### config.mk
export PLATFORM = sky130hd
export DESIGN_NAME = ctc_greedy_decode_score
export DESIGN_NICKNAME = d
export VERILOG_FILES = /design/src/design/ctcgd_pkg.sv /design/src/design/ctcgd_ctrl.sv /design/src/design/ctcgd_dp.sv /design/src/design/ctc_greedy_decode_score.sv
export SDC_FILE = /design/constraint.sdc
export NUM_CORES = 1
export LEC_CHECK = 0
export ABC_CLOCK_PERIOD_IN_PS = 7200
export BUFFER_PORTS_ARGS = -buffer_cell sky130_fd_sc_hd__buf_2
export CAP_MARGIN = 20
export CORE_ASPECT_RATIO = 0.6
export CORE_MARGIN = 4
export CORE_UTILIZATION = 60
export CTS_CLUSTER_SIZE = 12
export DETAILED_ROUTE_END_ITERATION = 8
export GPL_TIMING_DRIVEN = 0
export HOLD_SLACK_MARGIN = 0.1
export PLACE_DENSITY = 0.79
export SYNTH_ARGS = -nofsm -noshare
export SYNTH_HDL_FRONTEND = slang
export SYNTH_SLANG_ARGS = --single-unit
### constraint.sdc
create_clock -name clk_i -period 7.2 [get_ports clk_i]
set_input_delay 2.16 -clock clk_i [delete_from_list [all_inputs] [get_ports clk_i]]
set_output_delay 2.16 -clock clk_i [all_outputs]
set_load 0.005 [all_outputs]
### src/design/ctcgd_pkg.sv
// Package: constants, types and codes shared by the greedy CTC decoder modules.
`default_nettype none
package ctcgd_pkg;

  localparam int unsigned MAX_CLASSES = 8192;
  localparam int unsigned MAX_STEPS   = 256;

  localparam int unsigned SCORE_W = 16;
  localparam int unsigned LABEL_W = 13;
  localparam int unsigned SUM_W   = 24;
  localparam int unsigned CNT_W   = 9;

  localparam int unsigned CLS_W   = $clog2(MAX_CLASSES);
  localparam int unsigned CCNT_W  = $clog2(MAX_CLASSES + 1);
  localparam int unsigned CNT_HW_MAX = (1 << CNT_W) - 1;
  localparam int unsigned CAP     = (MAX_STEPS < CNT_HW_MAX) ? MAX_STEPS : CNT_HW_MAX;
  localparam int unsigned DIV_CW  = $clog2(SUM_W);

  localparam logic [SUM_W-1:0]  SUM_MAX  = {SUM_W{1'b1}};
  localparam logic [CNT_W-1:0]  CAP_C    = CNT_W'(CAP);
  localparam logic [CCNT_W-1:0] MAXCLS_C = CCNT_W'(MAX_CLASSES);
  localparam logic [DIV_CW-1:0] DIV_LAST = DIV_CW'(SUM_W - 1);

  localparam logic KIND_CHAR  = 1'b0;
  localparam logic KIND_SCORE = 1'b1;

  typedef enum logic [1:0] {
    ST_IDLE,
    ST_CHAR,
    ST_DIV,
    ST_SCORE
  } state_e;

  typedef struct packed {
    logic take;
    logic div_start;
    logic div_run;
    logic seq_clear;
  } cmd_t;

  typedef struct packed {
    logic emit_char;
    logic seq_end;
    logic div_done;
  } sts_t;

endpackage
`default_nettype wire

### src/design/ctcgd_ctrl.sv
// Controller: request sequencing, divider start and result hand-off.
`default_nettype none
module ctcgd_ctrl (
  input  wire logic           clk_i,
  input  wire logic           rst_ni,
  input  wire logic           in_valid_i,
  input  wire logic           out_stall_i,
  input  wire ctcgd_pkg::sts_t sts_i,
  output ctcgd_pkg::cmd_t     cmd_o,
  output logic                in_stall_o,
  output logic                out_valid_o
);

  ctcgd_pkg::state_e state_q, state_d;
  logic pend_q, pend_d;

  always_ff @(posedge clk_i or negedge rst_ni) begin
    if (!rst_ni) begin
      state_q <= ctcgd_pkg::ST_IDLE;
      pend_q  <= 1'b0;
    end else begin
      state_q <= state_d;
      pend_q  <= pend_d;
    end
  end

  always_comb begin
    state_d = state_q;
    pend_d  = pend_q;
    unique case (state_q)
      ctcgd_pkg::ST_IDLE: begin
        if (in_valid_i) begin
          if (sts_i.emit_char) begin
            state_d = ctcgd_pkg::ST_CHAR;
            pend_d  = sts_i.seq_end;
          end else if (sts_i.seq_end) begin
            state_d = ctcgd_pkg::ST_DIV;
          end
        end
      end
      ctcgd_pkg::ST_CHAR: begin
        if (!out_stall_i) begin
          state_d = pend_q ? ctcgd_pkg::ST_DIV : ctcgd_pkg::ST_IDLE;
          pend_d  = 1'b0;
        end
      end
      ctcgd_pkg::ST_DIV: begin
        if (sts_i.div_done) state_d = ctcgd_pkg::ST_SCORE;
      end
      ctcgd_pkg::ST_SCORE: begin
        if (!out_stall_i) state_d = ctcgd_pkg::ST_IDLE;
      end
      default: state_d = ctcgd_pkg::ST_IDLE;
    endcase
  end

  always_comb begin
    cmd_o       = '0;
    in_stall_o  = 1'b1;
    out_valid_o = 1'b0;
    unique case (state_q)
      ctcgd_pkg::ST_IDLE: begin
        in_stall_o      = 1'b0;
        cmd_o.take      = in_valid_i;
        cmd_o.div_start = in_valid_i & ~sts_i.emit_char & sts_i.seq_end;
      end
      ctcgd_pkg::ST_CHAR: begin
        out_valid_o     = 1'b1;
        cmd_o.div_start = ~out_stall_i & pend_q;
      end
      ctcgd_pkg::ST_DIV: begin
        cmd_o.div_run = 1'b1;
      end
      ctcgd_pkg::ST_SCORE: begin
        out_valid_o     = 1'b1;
        cmd_o.seq_clear = ~out_stall_i;
      end
      default: begin
        in_stall_o = 1'b1;
      end
    endcase
  end

endmodule
`default_nettype wire

### src/design/ctcgd_dp.sv
// Datapath: per-step maximum, character accumulators, serial divider, result register.
`default_nettype none
module ctcgd_dp (
  input  wire logic                           clk_i,
  input  wire logic                           rst_ni,
  input  wire ctcgd_pkg::cmd_t                cmd_i,
  output ctcgd_pkg::sts_t                     sts_o,
  input  wire logic [ctcgd_pkg::SCORE_W-1:0]  score_i,
  input  wire logic                           class_end_i,
  input  wire logic                           sequence_end_i,
  output logic                                kind_o,
  output logic [ctcgd_pkg::LABEL_W-1:0]       label_o,
  output logic [ctcgd_pkg::SCORE_W-1:0]       mean_score_o,
  output logic                                score_valid_o,
  output logic                                last_o
);

  localparam int unsigned SW  = ctcgd_pkg::SCORE_W;
  localparam int unsigned CW  = ctcgd_pkg::CLS_W;
  localparam int unsigned CCW = ctcgd_pkg::CCNT_W;
  localparam int unsigned UW  = ctcgd_pkg::SUM_W;
  localparam int unsigned NW  = ctcgd_pkg::CNT_W;
  localparam int unsigned DW  = ctcgd_pkg::DIV_CW;

  logic [SW-1:0]  best_score_q, best_score_d;
  logic [CW-1:0]  best_class_q, best_class_d;
  logic [CCW-1:0] class_cnt_q, class_cnt_d;
  logic [CW-1:0]  prev_class_q, prev_class_d;
  logic [UW-1:0]  sum_q, sum_d;
  logic [NW-1:0]  count_q, count_d;
  logic [NW-1:0]  rem_q, rem_d;
  logic [UW-1:0]  quo_q, quo_d;
  logic [DW-1:0]  div_cnt_q, div_cnt_d;

  logic [SW-1:0]  nb_score;
  logic [CW-1:0]  nb_class;
  logic           in_range;
  logic           step_end;
  logic           emit;
  logic [UW:0]    sum_add;
  logic [NW:0]    rem_sh;
  logic           ge;
  logic [UW-1:0]  quo_nx;
  logic           div_fin;

  always_comb begin
    in_range = class_cnt_q < ctcgd_pkg::MAXCLS_C;
    nb_score = best_score_q;
    nb_class = best_class_q;
    if (class_cnt_q == '0) begin
      nb_score = score_i;
      nb_class = '0;
    end else if (in_range && score_i > best_score_q) begin
      nb_score = score_i;
      nb_class = class_cnt_q[CW-1:0];
    end
    step_end = class_end_i | sequence_end_i;
    emit     = step_end && (nb_class != '0) && (nb_class != prev_class_q);
    sum_add  = {1'b0, sum_q} + (UW + 1)'(nb_score);
  end

  // restoring division, one quotient bit per cycle
  always_comb begin
    rem_sh  = {rem_q, quo_q[UW-1]};
    ge      = rem_sh >= {1'b0, count_q};
    rem_d   = ge ? NW'(rem_sh - {1'b0, count_q}) : rem_sh[NW-1:0];
    quo_nx  = {quo_q[UW-2:0], ge};
    div_fin = cmd_i.div_run && (div_cnt_q == ctcgd_pkg::DIV_LAST);
  end

  always_comb begin
    best_score_d = best_score_q;
    best_class_d = best_class_q;
    class_cnt_d  = class_cnt_q;
    prev_class_d = prev_class_q;
    sum_d        = sum_q;
    count_d      = count_q;
    quo_d        = quo_q;
    div_cnt_d    = div_cnt_q;
    if (cmd_i.take) begin
      if (step_end) begin
        best_score_d = '0;
        best_class_d = '0;
        class_cnt_d  = '0;
        prev_class_d = sequence_end_i ? '0 : nb_class;
        if (emit && count_q < ctcgd_pkg::CAP_C) begin
          sum_d   = sum_add[UW] ? ctcgd_pkg::SUM_MAX : sum_add[UW-1:0];
          count_d = count_q + NW'(1);
        end
      end else begin
        best_score_d = nb_score;
        best_class_d = nb_class;
        class_cnt_d  = in_range ? class_cnt_q + CCW'(1) : class_cnt_q;
      end
    end
    if (cmd_i.div_start) begin
      quo_d     = sum_q;
      div_cnt_d = '0;
    end else if (cmd_i.div_run) begin
      quo_d     = quo_nx;
      div_cnt_d = div_cnt_q + DW'(1);
    end
    if (cmd_i.seq_clear) begin
      sum_d   = '0;
      count_d = '0;
    end
  end

  always_ff @(posedge clk_i or negedge rst_ni) begin
    if (!rst_ni) begin
      best_score_q <= '0;
      best_class_q <= '0;
      class_cnt_q  <= '0;
      prev_class_q <= '0;
      sum_q        <= '0;
      count_q      <= '0;
      div_cnt_q    <= '0;
    end else begin
      best_score_q <= best_score_d;
      best_class_q <= best_class_d;
      class_cnt_q  <= class_cnt_d;
      prev_class_q <= prev_class_d;
      sum_q        <= sum_d;
      count_q      <= count_d;
      div_cnt_q    <= div_cnt_d;
    end
  end

  always_ff @(posedge clk_i) begin
    if (cmd_i.div_start) begin
      rem_q <= '0;
    end else if (cmd_i.div_run) begin
      rem_q <= rem_d;
    end
    quo_q <= quo_d;
  end

  // result register
  always_ff @(posedge clk_i) begin
    if (cmd_i.take && emit) begin
      kind_o        <= ctcgd_pkg::KIND_CHAR;
      label_o       <= ctcgd_pkg::LABEL_W'(nb_class);
      mean_score_o  <= '0;
      score_valid_o <= 1'b0;
      last_o        <= 1'b0;
    end else if (div_fin) begin
      kind_o        <= ctcgd_pkg::KIND_SCORE;
      label_o       <= '0;
      score_valid_o <= count_q != '0;
      last_o        <= 1'b1;
      if (count_q == '0) begin
        mean_score_o <= '0;
      end else if (quo_nx[UW-1:SW] != '0) begin
        mean_score_o <= {SW{1'b1}};
      end else begin
        mean_score_o <= quo_nx[SW-1:0];
      end
    end
  end

  assign sts_o = '{emit_char: emit, seq_end: sequence_end_i, div_done: div_fin};

endmodule
`default_nettype wire

### src/design/ctc_greedy_decode_score.sv
// Top level of the greedy CTC decoder with mean confidence score.
//
//   channel  direction  handshake              payload
//   in       sink       in_valid_i/in_stall_o  score_i, class_end_i, sequence_end_i
//   out      source     out_valid_o/out_stall_i kind_o, label_o, mean_score_o,
//                                              score_valid_o, last_o
//
// A class request that yields no character leaves the input free for the next one; one that
// yields a character holds the input until that result is taken. A sequence end runs
// the bit-serial divider, after any character it yields is taken, then holds the
// score result until taken. Reset is asynchronous and needs no clearing pass.
// The input stalls whenever a result is pending or the divider is busy.
`default_nettype none
module ctc_greedy_decode_score (
  input  wire logic                           clk_i,
  input  wire logic                           rst_ni,
  input  wire logic                           in_valid_i,
  output logic                                in_stall_o,
  input  wire logic [ctcgd_pkg::SCORE_W-1:0]  score_i,
  input  wire logic                           class_end_i,
  input  wire logic                           sequence_end_i,
  output logic                                out_valid_o,
  input  wire logic                           out_stall_i,
  output logic                                kind_o,
  output logic [ctcgd_pkg::LABEL_W-1:0]       label_o,
  output logic [ctcgd_pkg::SCORE_W-1:0]       mean_score_o,
  output logic                                score_valid_o,
  output logic                                last_o
);

  ctcgd_pkg::cmd_t cmd;
  ctcgd_pkg::sts_t sts;

  ctcgd_ctrl u_ctrl (
    .clk_i       (clk_i),
    .rst_ni      (rst_ni),
    .in_valid_i  (in_valid_i),
    .out_stall_i (out_stall_i),
    .sts_i       (sts),
    .cmd_o       (cmd),
    .in_stall_o  (in_stall_o),
    .out_valid_o (out_valid_o)
  );

  ctcgd_dp u_dp (
    .clk_i          (clk_i),
    .rst_ni         (rst_ni),
    .cmd_i          (cmd),
    .sts_o          (sts),
    .score_i        (score_i),
    .class_end_i    (class_end_i),
    .sequence_end_i (sequence_end_i),
    .kind_o         (kind_o),
    .label_o        (label_o),
    .mean_score_o   (mean_score_o),
    .score_valid_o  (score_valid_o),
    .last_o         (last_o)
  );

endmodule
`default_nettype wire

==> impl_metrics.csv <==
group,metric,value,unit
run_status,outcome,"completed",
placement,routabilityCongestion,1.05,
worst_setup_path,reg2reg_slack,1.47,ns
final_layout,fin_nets,1114,
clock_tree,path_clk_slew,0.07,ns
clock_tree,cts_made_buffers,17,
placement,dp.cells,1221,
final_layout,antenna_cells,0,
final_layout,drive_gt1_frac,0.178,
floorplan,rows,35,
sta,period_needed,7.05,ns
power,p_total,0.00431,W
worst_hold_path,holdCritStartpoint,"u_dp.mean_score_o[12]",
synthesis,ys_ff_latch,161,
worst_setup_path,critPathCaptureType,"flip-flop",
placement,dpl.hpwl,18.6,mm
synthesis,netlist_top_cells_area,"dfrtp_1 (26%), edfxtp_1 (12%), ha_1 (6.1%)",
global_routing,grt_pass1_vias,7725,
clock_tree,clockBufferDepth,2,
drt,via_count,8069,
floorplan,die_y,105,um
synthesis,syn-num-nets,1030,
sta,finClkSkew,0.0137,ns
placement,io_buffer_count,55,
sta,worstMarginPinSlew,0.783,ns
power,p_sw,0.00170,W
synthesis,netlist.area_leader.share,0.259,
drt,post_drt_wl_per_cell,20.3,um
drt,drtAntennaViolNets,0,
clock_tree,cts_root_buffer,"clkbuf_16",
synthesis,synth_top_cell_by_area,"dfrtp_1",
power,seq_power_share,0.339,
power,ir_worst_vdd,245,uV
power,p_leak,4.68,nW
drt,routed_wl,25.6,mm
drt,dr.pass1.iters,6,
sta,slew_headroom,0.476,
drt,drcViolationCount,0,
synthesis,yosysMostFrequentCell,"nand2_1",
clock_tree,h-tree-depth,4,
synthesis,synth_common_cells,"nand2_1 (98), dfrtp_1 (97), nor2_1 (83), o21ai_0 (71), a21oi_1 (52)",
clock_tree,insertion_delay,0.43,ns
final_layout,area_delta_synth_final,13.7,%
synthesis,synth_warnings,0,
worst_setup_path,path_max_fanout,10,
sta,setup_viol,0,
floorplan,core,15300,um2
power,p_int,0.00261,W
worst_setup_path,critical_path_required,7.52,ns
synthesis,avgSynthCellArea,9.76,um2
sta,fin_crit_sh,0.979,
floorplan,die_area,17700,um2
power,p_sw_frac,0.395,
sta,max_freq,142,MHz
synthesis,syn_inst,960,
run,drv_cap,0,
global_routing,grt_use_total,0.293,
final_layout,final_cell_count_no_fill,1260,
power,combPwrFrac,0.453,
worst_setup_path,crit_start,"score_i[11]",
global_routing,grt_remaining_overflow,0,
global_routing,grt_start_max_net_pins,52,
worst_setup_path,path_class,"primary input to flip-flop",
floorplan,die_w,169,um
worst_setup_path,r2r_start,"u_dp.class_cnt_q[10]",
worst_hold_path,worst_hold_path_type,"flip-flop to flip-flop",
drt,first_iter_violations,978,
power,p_per_area,405,nW/um2
floorplan,initial_core_util,0.611,
worst_setup_path,cp-start-kind,"primary input",
power,clockPowerShare,0.208,
sta,whs,0.463,ns
clock_tree,cts.sinks,161,
global_routing,grt_pass1_wl,41.7,mm
global_routing,antenna_found_initial,0,
synthesis,ys_types,91,
drt,drt-vias-per-instance,6.40,
synthesis,async_flop_share,0.602,
sta,slew_viol_final,0,
worst_setup_path,critical_path_arrival,7.38,ns
clock_tree,cts_tree,"built",
synthesis,ys_seq_area_frac,0.435,
floorplan,io_pins,56,
sta,finalHoldViolations,0,
synthesis,synthesis.area,9370,um2
synthesis,synth_edf_count,37,
synthesis,synth_ff_type,"dfrtp_1",
-- final timing paths --
path | to | depth (start not counted)
min | u_dp.mean_score_o[12] | 1
max reg2reg | u_dp.sum_q[17] | 20
min reg2reg | u_dp.mean_score_o[12] | 1
max in group asynchronous | u_dp.class_cnt_q[1] | 2
max | u_dp.sum_q[17] | 23
min in group asynchronous | u_dp.prev_class_q[12] | 1
-- cells in the final DEF, fill, tap and decap left out, types with 19 or more instances in the layout --
master	Yosys	final
ha_1	46	46
xnor2_1	22	22
mux2_4	22	22
nand2_1	98	98
clkbuf_1	29	29
mux2_2	19	19
a21oi_1	52	50
dfrtp_1	97	97
buf_2	10	63
inv_1	48	48
dfxtp_1	27	27
edfxtp_1	37	37
o21ai_0	71	68
nor2_1	83	83
-- sequential cells by signal (all words and copies together), names as in the netlist --
name / flops
u_dp.prev_class_q: 13
u_dp.kind_o: 1
u_dp.best_class_q: 13
u_dp.mean_score_o: 16
u_dp.score_valid_o: 1
u_dp.count_q: 9
u_dp.label_o: 13
u_dp.best_score_q: 16
u_dp.sum_q: 24
u_ctrl.pend_q: 1
u_dp.class_cnt_q: 14
u_dp.rem_q: 9
u_dp.quo_q: 24
u_ctrl.state_q: 2
u_dp.div_cnt_q: 5
-- cell families (layout without fill, tap and decap cells) --
family / Yosys count / in the layout / share of synthesized area
buffers and inverters: 94 / 191 / 0.0430
and+or+nand+nor: 308 / 308 / 0.160
AOI/OAI and AO/OA: 256 / 256 / 0.186
muxes: 59 / 59 / 0.0775
DFF: 161 / 161 / 0.435
xor gates and xnor gates: 34 / 34 / 0.0318
adders and majority gates: 48 / 48 / 0.0657
-- metal layers --
| layer | up-vias | track usage | part of all wire |
|---|---|---|---|
| met4 | 0 | 0.0649 | 0.016 |
| li1 | 3670 | - | - |
| met2 | 431 | 0.402 | 0.40 |
| met1 | 3933 | 0.458 | 0.46 |
| met3 | 35 | 0.0847 | 0.12 |
| met5 | - | 0 | 0 |
-- power groups by stage --
stage	registers, W	logic (W)	clock network [W]
2_1_floorplan	0.00141	0.00139	0
3_3_place_gp	0.00146	0.00175	0
3_5_place_dp	0.00147	0.00183	0
4_1_cts	0.00145	0.00189	0.000894
5_1_grt	0.00149	0.00213	0.000933
6_report	0.00146	0.00195	0.000896
-- metrics by stage --
| step | area [um2] | worst slack, ns | TNS (ns) | util |
|---|---|---|---|---|
| floorplan | 9370 | 0.0416 | 0 | - |
| global placement | 9900 | -1.53 | -27.09 | 0.646 |
| detailed placement | 9950 | -1.74 | -31.66 | 0.649 |
| CTS | 10600 | 0.0652 | 0 | 0.691 |
| global route | 10700 | -0.00769 | -0.00769 | 0.695 |
| finish | 10700 | 0.149 | 0 | 0.695 |
-- cell type report --
cell class / count / area, um2
timing repair buffer: 66 / 385
multi-input combinational: 705 / 4960
clock buffer: 19 / 433
buffer: 45 / 228
clock inverter: 13 / 128
sequential: 161 / 4080
fill: 1165 / 4680
tap: 203 / 254
inverter: 48 / 180
-- worst max-delay path, cell delays in order --
cell and delay, ns:
buf_2 0.11, ha_1 0.31, nand4_1 0.23, a2111o_1 0.53, a31oi_4 0.27, buf_4 0.23
buf_4 0.21, nor2_4 0.07, buf_4 0.22, o21ai_2 0.16, ha_1 0.20, inv_1 0.07
fa_1 0.41, nand2b_1 0.20, a21oi_2 0.25, o21ai_1 0.14, a21boi_2 0.24, or4_1 0.21
a31o_4 0.26, nand3_4 0.19, and2_1 0.25, and2_1 0.17, a311oi_1 0.27
-- timing repair --
action                                  4_1_cts  5_1_grt
gates resized for setup                      14        7
endpoints found under the setup margin       24       14
buffers inserted                              3        5
hold buffers                                  0        0
pin swaps                                     3        6
Note: power is estimated with default switching activity, not from simulation.
